File: src/hdl/flc_pkg.sv
package flc_pkg;

    localparam int KERNEL_TAPS_DEF = 32;
    localparam int SAMPLE_BITS_DEF = 16;

    // Result value width and its byte-padded bus width.
    localparam int OUT_BITS   = 36;
    localparam int OUT_DATA_W = 40;

    localparam logic [1:0] ST_OK        = 2'd0;
    localparam logic [1:0] ST_NO_KERNEL = 2'd1;
    localparam logic [1:0] ST_TOO_LONG  = 2'd2;

    localparam logic OP_KERNEL = 1'b0;
    localparam logic OP_SAMPLE = 1'b1;

    typedef struct packed {
        logic       k_we;
        logic       h_push;
        logic       h_zero;
        logic       h_clear;
        logic       acc_clr;
        logic       mac_issue;
        logic       out_load;
        logic       out_err;
        logic [1:0] out_status;
        logic       out_last;
    } dp_cmd_t;

    typedef struct packed {
        logic pipe_busy;
        logic out_free;
    } dp_stat_t;

endpackage

File: src/hdl/flc_ctrl.sv
module flc_ctrl #(
    parameter int KERNEL_TAPS = flc_pkg::KERNEL_TAPS_DEF
) (
    input  logic                           clk,
    input  logic                           rst_n,
    input  logic                           in_valid,
    output logic                           in_ready,
    input  logic                           in_op,
    input  logic                           in_last,
    output flc_pkg::dp_cmd_t               cmd,
    input  flc_pkg::dp_stat_t              stat,
    output logic [$clog2(KERNEL_TAPS)-1:0] tap,
    output logic [$clog2(KERNEL_TAPS)-1:0] kaddr
);

    localparam int AW = $clog2(KERNEL_TAPS);
    localparam int KW = $clog2(KERNEL_TAPS + 1);
    localparam logic [KW-1:0] TAPS_K = KW'(KERNEL_TAPS);
    localparam logic [KW-1:0] ONE_K  = KW'(1);

    localparam logic [2:0] S_IDLE  = 3'd0;
    localparam logic [2:0] S_ERR   = 3'd1;
    localparam logic [2:0] S_MAC   = 3'd2;
    localparam logic [2:0] S_DRAIN = 3'd3;
    localparam logic [2:0] S_EMIT  = 3'd4;
    localparam logic [2:0] S_SHIFT = 3'd5;

    logic [2:0]    state_reg, state_next;
    logic [KW-1:0] wr_idx_reg, wr_idx_next;
    logic [KW-1:0] len_reg, len_next;
    logic          ready_reg, ready_next;
    logic [KW-1:0] tap_reg, tap_next;
    logic [KW-1:0] tail_reg, tail_next;
    logic          last_reg, last_next;
    logic [1:0]    err_reg, err_next;

    assign in_ready = (state_reg == S_IDLE);
    assign tap      = tap_reg[AW-1:0];
    assign kaddr    = wr_idx_reg[AW-1:0];

    always_comb
    begin
        state_next  = state_reg;
        wr_idx_next = wr_idx_reg;
        len_next    = len_reg;
        ready_next  = ready_reg;
        tap_next    = tap_reg;
        tail_next   = tail_reg;
        last_next   = last_reg;
        err_next    = err_reg;
        cmd         = '0;

        unique case (state_reg)
            S_IDLE:
            begin
                if (in_valid)
                begin
                    if (in_op == flc_pkg::OP_KERNEL)
                    begin
                        // A word at slot zero starts a new load over the old kernel.
                        if (wr_idx_reg == '0)
                        begin
                            ready_next = 1'b0;
                        end
                        // The index parks at full capacity once the load overflows.
                        if (wr_idx_reg != TAPS_K)
                        begin
                            cmd.k_we    = 1'b1;
                            wr_idx_next = wr_idx_reg + ONE_K;
                        end
                        if (in_last)
                        begin
                            wr_idx_next = '0;
                            if (wr_idx_reg == TAPS_K)
                            begin
                                len_next   = '0;
                                ready_next = 1'b0;
                                err_next   = flc_pkg::ST_TOO_LONG;
                                state_next = S_ERR;
                            end
                            else
                            begin
                                len_next    = wr_idx_reg + ONE_K;
                                ready_next  = 1'b1;
                                cmd.h_clear = 1'b1;
                            end
                        end
                    end
                    else if (!ready_reg || len_reg == '0)
                    begin
                        err_next   = flc_pkg::ST_NO_KERNEL;
                        state_next = S_ERR;
                    end
                    else
                    begin
                        cmd.h_push  = 1'b1;
                        cmd.acc_clr = 1'b1;
                        tap_next    = '0;
                        last_next   = in_last;
                        tail_next   = in_last ? (len_reg - ONE_K) : '0;
                        state_next  = S_MAC;
                    end
                end
            end

            S_ERR:
            begin
                if (stat.out_free)
                begin
                    cmd.out_load   = 1'b1;
                    cmd.out_err    = 1'b1;
                    cmd.out_status = err_reg;
                    cmd.out_last   = 1'b1;
                    state_next     = S_IDLE;
                end
            end

            S_MAC:
            begin
                cmd.mac_issue = 1'b1;
                if (tap_reg == len_reg - ONE_K)
                begin
                    state_next = S_DRAIN;
                end
                else
                begin
                    tap_next = tap_reg + ONE_K;
                end
            end

            S_DRAIN:
            begin
                if (!stat.pipe_busy)
                begin
                    state_next = S_EMIT;
                end
            end

            S_EMIT:
            begin
                if (stat.out_free)
                begin
                    cmd.out_load   = 1'b1;
                    cmd.out_status = flc_pkg::ST_OK;
                    cmd.out_last   = last_reg && (tail_reg == '0);
                    if (tail_reg != '0)
                    begin
                        tail_next  = tail_reg - ONE_K;
                        state_next = S_SHIFT;
                    end
                    else
                    begin
                        cmd.h_clear = last_reg;
                        state_next  = S_IDLE;
                    end
                end
            end

            S_SHIFT:
            begin
                // Tail outputs shift zeros through the history.
                cmd.h_push  = 1'b1;
                cmd.h_zero  = 1'b1;
                cmd.acc_clr = 1'b1;
                tap_next    = '0;
                state_next  = S_MAC;
            end

            default:
            begin
                state_next = S_IDLE;
            end
        endcase
    end

    always_ff @(posedge clk or negedge rst_n)
    begin
        if (!rst_n)
        begin
            state_reg  <= S_IDLE;
            wr_idx_reg <= '0;
            len_reg    <= '0;
            ready_reg  <= 1'b0;
            tap_reg    <= '0;
            tail_reg   <= '0;
            last_reg   <= 1'b0;
            err_reg    <= flc_pkg::ST_OK;
        end
        else
        begin
            state_reg  <= state_next;
            wr_idx_reg <= wr_idx_next;
            len_reg    <= len_next;
            ready_reg  <= ready_next;
            tap_reg    <= tap_next;
            tail_reg   <= tail_next;
            last_reg   <= last_next;
            err_reg    <= err_next;
        end
    end

endmodule

File: src/hdl/flc_dp.sv
module flc_dp #(
    parameter int KERNEL_TAPS = flc_pkg::KERNEL_TAPS_DEF,
    parameter int SAMPLE_BITS = flc_pkg::SAMPLE_BITS_DEF
) (
    input  logic                                clk,
    input  logic                                rst_n,
    input  flc_pkg::dp_cmd_t                    cmd,
    output flc_pkg::dp_stat_t                   stat,
    input  logic [$clog2(KERNEL_TAPS)-1:0]      tap,
    input  logic [$clog2(KERNEL_TAPS)-1:0]      kaddr,
    input  logic signed [SAMPLE_BITS-1:0]       sample,
    output logic                                out_valid,
    input  logic                                out_ready,
    output logic signed [flc_pkg::OUT_BITS-1:0] out_value,
    output logic [1:0]                          out_status,
    output logic                                out_last
);

    localparam int AW    = $clog2(KERNEL_TAPS);
    localparam int KW    = $clog2(KERNEL_TAPS + 1);
    localparam int PW    = 2 * SAMPLE_BITS;
    localparam int ACC_W = 2 * SAMPLE_BITS + $clog2(KERNEL_TAPS);
    localparam int OW    = flc_pkg::OUT_BITS;
    localparam int EW    = (ACC_W > OW) ? ACC_W : OW;

    localparam logic [AW-1:0] LAST_A  = AW'(KERNEL_TAPS - 1);
    localparam logic [AW-1:0] ONE_A   = AW'(1);
    localparam logic [AW:0]   TAPS_A1 = (AW + 1)'(KERNEL_TAPS);
    localparam logic [KW-1:0] TAPS_K  = KW'(KERNEL_TAPS);
    localparam logic [KW-1:0] ONE_K   = KW'(1);
    localparam logic signed [EW-1:0] OUT_MAX = {{(EW - OW + 1){1'b0}}, {(OW - 1){1'b1}}};
    localparam logic signed [EW-1:0] OUT_MIN = ~OUT_MAX;

    logic signed [SAMPLE_BITS-1:0] kmem [KERNEL_TAPS];
    logic signed [SAMPLE_BITS-1:0] hmem [KERNEL_TAPS];

    // History is a ring: wp_reg holds the newest sample, cnt_reg the live entries.
    logic [AW-1:0] wp_reg, wp_next;
    logic [KW-1:0] cnt_reg;
    logic [AW-1:0] h_raddr;
    logic [AW:0]   wrap_sum;
    logic          h_live;

    logic                          rd_v_reg;
    logic                          mul_v_reg;
    logic signed [SAMPLE_BITS-1:0] k_rd_reg;
    logic signed [SAMPLE_BITS-1:0] h_rd_reg;
    logic                          hv_reg;
    logic signed [SAMPLE_BITS-1:0] h_op;
    logic signed [PW-1:0]          prod_reg;
    logic signed [ACC_W-1:0]       acc_reg;
    logic signed [EW-1:0]          acc_ext;
    logic signed [OW-1:0]          sat_val;

    logic                 out_valid_reg;
    logic signed [OW-1:0] out_value_reg;
    logic [1:0]           out_status_reg;
    logic                 out_last_reg;

    assign wp_next  = (wp_reg == LAST_A) ? '0 : (wp_reg + ONE_A);
    assign wrap_sum = {1'b0, wp_reg} + TAPS_A1 - {1'b0, tap};
    assign h_raddr  = (wp_reg >= tap) ? (wp_reg - tap) : wrap_sum[AW-1:0];
    assign h_live   = (KW'(tap) < cnt_reg);

    always_ff @(posedge clk)
    begin
        if (cmd.k_we)
        begin
            kmem[kaddr] <= sample;
        end
        if (cmd.h_push)
        begin
            hmem[wp_next] <= cmd.h_zero ? '0 : sample;
        end
        if (cmd.mac_issue)
        begin
            k_rd_reg <= kmem[tap];
            h_rd_reg <= hmem[h_raddr];
            hv_reg   <= h_live;
        end
    end

    // Entries older than the last clear read as zero.
    assign h_op = hv_reg ? h_rd_reg : '0;

    always_ff @(posedge clk)
    begin
        if (rd_v_reg)
        begin
            prod_reg <= k_rd_reg * h_op;
        end
        if (cmd.acc_clr)
        begin
            acc_reg <= '0;
        end
        else if (mul_v_reg)
        begin
            acc_reg <= acc_reg + ACC_W'(prod_reg);
        end
    end

    assign acc_ext = EW'(acc_reg);

    always_comb
    begin
        if (acc_ext > OUT_MAX)
        begin
            sat_val = OUT_MAX[OW-1:0];
        end
        else if (acc_ext < OUT_MIN)
        begin
            sat_val = OUT_MIN[OW-1:0];
        end
        else
        begin
            sat_val = acc_ext[OW-1:0];
        end
    end

    always_ff @(posedge clk or negedge rst_n)
    begin
        if (!rst_n)
        begin
            wp_reg        <= '0;
            cnt_reg       <= '0;
            rd_v_reg      <= 1'b0;
            mul_v_reg     <= 1'b0;
            out_valid_reg <= 1'b0;
        end
        else
        begin
            rd_v_reg  <= cmd.mac_issue;
            mul_v_reg <= rd_v_reg;
            if (cmd.h_push)
            begin
                wp_reg <= wp_next;
            end
            if (cmd.h_clear)
            begin
                cnt_reg <= '0;
            end
            else if (cmd.h_push && cnt_reg != TAPS_K)
            begin
                cnt_reg <= cnt_reg + ONE_K;
            end
            if (cmd.out_load)
            begin
                out_valid_reg <= 1'b1;
            end
            else if (out_ready)
            begin
                out_valid_reg <= 1'b0;
            end
        end
    end

    always_ff @(posedge clk)
    begin
        if (cmd.out_load)
        begin
            out_value_reg  <= cmd.out_err ? '0 : sat_val;
            out_status_reg <= cmd.out_status;
            out_last_reg   <= cmd.out_last;
        end
    end

    assign stat.pipe_busy = rd_v_reg || mul_v_reg;
    assign stat.out_free  = !out_valid_reg || out_ready;

    assign out_valid  = out_valid_reg;
    assign out_value  = out_value_reg;
    assign out_status = out_status_reg;
    assign out_last   = out_last_reg;

endmodule

File: src/hdl/full_linear_convolution.sv
// Kernel words are taken one per cycle while idle; only an overflowed load gives a word, an
// error word, as for a sample with no kernel loaded.
// For L taps a result passes through a multiply-accumulate over its L taps on one
// shared multiplier, a drain of the pipeline and an output load; no new word is taken
// until it is loaded. The last sample adds L - 1 tail words, each produced the same way.
// Reset (rst_n, asynchronous, active low) clears the history and unloads the kernel.
module full_linear_convolution #(
    parameter int KERNEL_TAPS = flc_pkg::KERNEL_TAPS_DEF,
    parameter int SAMPLE_BITS = flc_pkg::SAMPLE_BITS_DEF
) (
    input  logic                                  clk,
    input  logic                                  rst_n,
    input  logic                                  s_axis_tvalid,
    output logic                                  s_axis_tready,
    input  logic [((SAMPLE_BITS + 7) / 8) * 8 - 1:0] s_axis_tdata,  // sample_value
    input  logic                                  s_axis_tuser,  // opcode
    input  logic                                  s_axis_tlast,  // last_in
    output logic                                  m_axis_tvalid,
    input  logic                                  m_axis_tready,
    output logic [flc_pkg::OUT_DATA_W-1:0]        m_axis_tdata,  // conv_value
    output logic [1:0]                            m_axis_tuser,  // status_code
    output logic                                  m_axis_tlast   // last_out
);

    localparam int AW  = $clog2(KERNEL_TAPS);
    localparam int PAD = flc_pkg::OUT_DATA_W - flc_pkg::OUT_BITS;

    flc_pkg::dp_cmd_t                    cmd;
    flc_pkg::dp_stat_t                   stat;
    logic [AW-1:0]                       tap;
    logic [AW-1:0]                       kaddr;
    logic signed [SAMPLE_BITS-1:0]       sample;
    logic signed [flc_pkg::OUT_BITS-1:0] conv_value;

    assign sample = s_axis_tdata[SAMPLE_BITS-1:0];

    flc_ctrl #(
        .KERNEL_TAPS(KERNEL_TAPS)
    ) u_ctrl (
        .clk      (clk),
        .rst_n    (rst_n),
        .in_valid (s_axis_tvalid),
        .in_ready (s_axis_tready),
        .in_op    (s_axis_tuser),
        .in_last  (s_axis_tlast),
        .cmd      (cmd),
        .stat     (stat),
        .tap      (tap),
        .kaddr    (kaddr)
    );

    flc_dp #(
        .KERNEL_TAPS(KERNEL_TAPS),
        .SAMPLE_BITS(SAMPLE_BITS)
    ) u_dp (
        .clk        (clk),
        .rst_n      (rst_n),
        .cmd        (cmd),
        .stat       (stat),
        .tap        (tap),
        .kaddr      (kaddr),
        .sample     (sample),
        .out_valid  (m_axis_tvalid),
        .out_ready  (m_axis_tready),
        .out_value  (conv_value),
        .out_status (m_axis_tuser),
        .out_last   (m_axis_tlast)
    );

    assign m_axis_tdata = {{PAD{1'b0}}, conv_value};

endmodule

File: config.mk
export PLATFORM = sky130hd
export DESIGN_NAME = full_linear_convolution
export DESIGN_NICKNAME = d
export VERILOG_FILES = /design/src/hdl/flc_pkg.sv /design/src/hdl/flc_ctrl.sv /design/src/hdl/flc_dp.sv /design/src/hdl/full_linear_convolution.sv
export SDC_FILE = /design/constraint.sdc
export NUM_CORES = 2
export LEC_CHECK = 0
export BUFFER_PORTS_ARGS = -buffer_cell sky130_fd_sc_hd__buf_4
export CORE_ASPECT_RATIO = 0.5
export CORE_MARGIN = 5
export CORE_UTILIZATION = 63
export DETAILED_ROUTE_END_ITERATION = 8
export PLACE_DENSITY = 0.8
export SYNTH_ARGS = -nofsm -noshare
export SYNTH_HDL_FRONTEND = slang
export SYNTH_SLANG_ARGS = --single-unit
File: constraint.sdc
create_clock -name clk -period 8.9 [get_ports clk]
set_clock_uncertainty 0.2 [all_clocks]
set_input_delay 0.445 -clock clk [delete_from_list [all_inputs] [get_ports clk]]
set_output_delay 0.445 -clock clk [all_outputs]
set_load 0.02 [all_outputs]
==> results.cfg <==
[timing]
hold_viol = 0
worst_pin_slew_ps = 1330
setup_viol = 0
setup_ws_ps = 852.9
report.final.slew_viol_count = 0
min_period_ps = 8047
maxClockFrequency_mhz = 124.3
grt_setup_unrepaired = false
max-slew-margin-rel_pct = 11.25
totalNegativeSetupSlack_ps = 0
period_share_pct = 90.42

[global_route]
grt_pass1_vias = 33570
grtUsageTotal_pct = 29.59
antenna_found_initial = 11
grt_first_pass_wirelength_mm = 213.9
gr-total-overflow = 0
grt_max_degree = 99

[run_status]
outcome = complete, no violations

[logic_synthesis]
yosys_register_bits = 1210
synth_area_mm2 = 0.05847
async_flop_share_pct = 3.719
synth_edf_count = 1128
ys_seq_area_share_pct = 61.13
syn_area_per_cell_um2 = 16.36
synth_cells = 3574
yosys_warnings = 0
synth_ff_type = edfxtp_1
yosysUniqueCellTypes = 72

[worst_setup_path]
cp_data_required_time_ps = 9110
cp-end-kind = flop
r2r-start = u_dp.hv_reg$_DFFE_PP_
rr_endpoint = u_dp.prod_reg[31]$_DFFE_PP_
worstSetupPathType = reg -> reg
worst_setup_path_start_kind = flop
rrSetupSlack_ps = 850
crit_fanout = 42
rr_worst_depth = 25
critPathArrivalTime_ps = 8250

[clocking]
cts_tree = yes
numCtsBuffers = 98
htree_levels = 3
clock_sinks = 1210
cts_buffer_depth = 3
cts.root.buffer_cell = clkbuf_16
clk_latency_ps = 740
cts_resized = 0
path_clk_slew_ps = 70

[final_layout]
nets = 4094
final-seq-area_mm2 = 0.03575
area_delta_synth_final_pct = 9.548
layout-drive-gt1-share_pct = 18.50
multiInputGateArea_mm2 = 0.02102
instances_no_fill = 5006
fillers = 5798

[routing]
drtPass1Iterations = 6
wl_per_cell_um = 28.65
vias = 32720
ant_nets = 0
viasPerCell = 6.536
drc_errors = 0
drt-total-wl_mm = 143.4
drt_iter0_markers = 4258

[floorplanning]
die_y_um = 225.4
start_util_pct = 63.20
num_rows = 79
dieArea_mm2 = 0.09937
io_pins = 67
die_w_um = 440.8
coreArea_mm2 = 0.09252

[placement]
dp_cells = 4800
hpwl_mm = 86.76
pre_cts_slack_ps = 1130
numPortBuffers = 62
gp_congestion = 0.9018

[job]
cap_violations = 0

[worst_hold_path]
hold_class = in -> async
## worst max path at each step
stage	startpoint	end	slack, ps
3_3_place_gp	u_dp.hv_reg$_DFFE_PP_	u_dp.prod_reg[31]$_DFFE_PP_	1310
3_5_place_dp	u_dp.hv_reg$_DFFE_PP_	u_dp.prod_reg[31]$_DFFE_PP_	1130
6_report	u_dp.hv_reg$_DFFE_PP_	u_dp.prod_reg[31]$_DFFE_PP_	850
5_1_grt	u_dp.hv_reg$_DFFE_PP_	u_dp.prod_reg[31]$_DFFE_PP_	510
4_1_cts	u_dp.hv_reg$_DFFE_PP_	u_dp.prod_reg[31]$_DFFE_PP_	1040
2_1_floorplan	u_dp.hv_reg$_DFFE_PP_	u_dp.prod_reg[31]$_DFFE_PP_	2050
## worst max-delay path, cell delays in order, from the launching register on
cell and delay, ps:
edfxtp_1 460, buf_4 390, buf_4 380, nand2_1 90
buf_4 210, or2_2 300, fa_1 460, fa_1 490
inv_1 50, fa_1 410, fa_1 500, fa_1 490
inv_1 50, fa_1 490, inv_1 40, ha_1 410
nand2_1 130, o41ai_1 480, a21oi_1 130, a211oi_1 530
a311o_1 330, nand2_1 120, o211ai_1 270, a21oi_1 110
o21bai_1 160, xnor2_1 90
## per-layer routing
layer  track usage (%)  wire (um)  vias to the layer above
met5                 0         58                        -
met1             39.82      52740                    16910
li1                  -          -                    13470
met2             48.10      70630                     2003
met4             10.17       5110                       10
met3             7.593      14890                      331
## repair_timing
action | in CTS | in global routing
hold endpoints to repair | 569 | 0
buffers inserted | 0 | 0
hold buffers | 21 | 0
## through the flow
stage	area, um2	hold WS [ps]	util [%]
finish	64050	79.67	69.23
global route	64040	132.3	69.22
CTS	64040	62.36	69.22
detailed placement	60590	291.2	65.49
global placement	60590	266.7	65.49
floorplan	58480	-50.59	-
## layout by cell type (no fill, tap or decap), types with 12 or more instances in the layout
| cell | n |
|---|---|
| dfxtp_1 | 37 |
| and2_1 | 32 |
| buf_4 | 133 |
| a21o_1 | 25 |
| xor2_1 | 35 |
| inv_1 | 328 |
| mux2_2 | 34 |
| nand4_1 | 12 |
| ha_1 | 141 |
| clkinv_1 | 20 |
| clkinv_2 | 18 |
| o21ai_0 | 51 |
| clkbuf_1 | 20 |
| nand2_1 | 188 |
| nor3_1 | 22 |
| nand3_1 | 40 |
| fa_1 | 263 |
| xnor2_1 | 58 |
| edfxtp_1 | 1128 |
| mux4_2 | 320 |
| a21oi_1 | 75 |
| nor2_2 | 29 |
| mux2i_1 | 33 |
| nor2_1 | 212 |
| clkbuf_16 | 99 |
| dfrtp_1 | 41 |
| dlygate4sd3_1 | 21 |
| and3_1 | 135 |
| o31ai_1 | 12 |
## cells in the mapped netlist (11+ instances only)
cell         n  area [um2]
nand2b_1    11       68.82
nand4_1     12       75.07
inv_1      328        1231
a31oi_1     11       68.82
a21o_1      25       187.7
o21ai_0     52       260.3
nand2_1    188       705.7
edfxtp_1  1128       33870
ha_1       142        1777
and3_1     135       844.6
nor3_1      24       120.1
a21oi_1     75       375.4
nor2_1     242       908.4
xor2_1      35       306.5
dfrtp_1     45        1126
and2_1      32       200.2
mux2_2      34       382.9
xnor2_1     61       534.3
buf_1       23       86.33
clkbuf_1   134       503.0
dfxtp_1     37       740.7
mux4_2     320        7207
nand3_1     40       200.2
mux2i_1     33       330.3
fa_1       264        5285
o31ai_1     12       90.09
## kinds of logic (layout without fill, tap and decap cells)
logic type | after synthesis | after routing | synth area share (%)
other cells | 1 | 9 | 0.006414
xor+xnor | 96 | 96 | 1.438
fa+ha+maj | 406 | 406 | 12.08
compound gates | 245 | 245 | 2.643
simple gates | 734 | 734 | 5.949
mux | 387 | 387 | 13.55
buf+inv | 495 | 664 | 3.214
flops | 1210 | 1210 | 61.13
## cell type report
class	count	share of cell area, %
timing repair buffer	155	1.918
multi-input combinational	1872	32.81
antenna	5	0.01953
tap	1255	2.452
sequential	1210	55.81
inverter	329	1.928
clock inverter	60	1.049
clock buffer	120	4.006
Power is left out: the tool's default activity adds up to more than one toggle a clock period on the data nets, which glitch-free logic cannot reach.
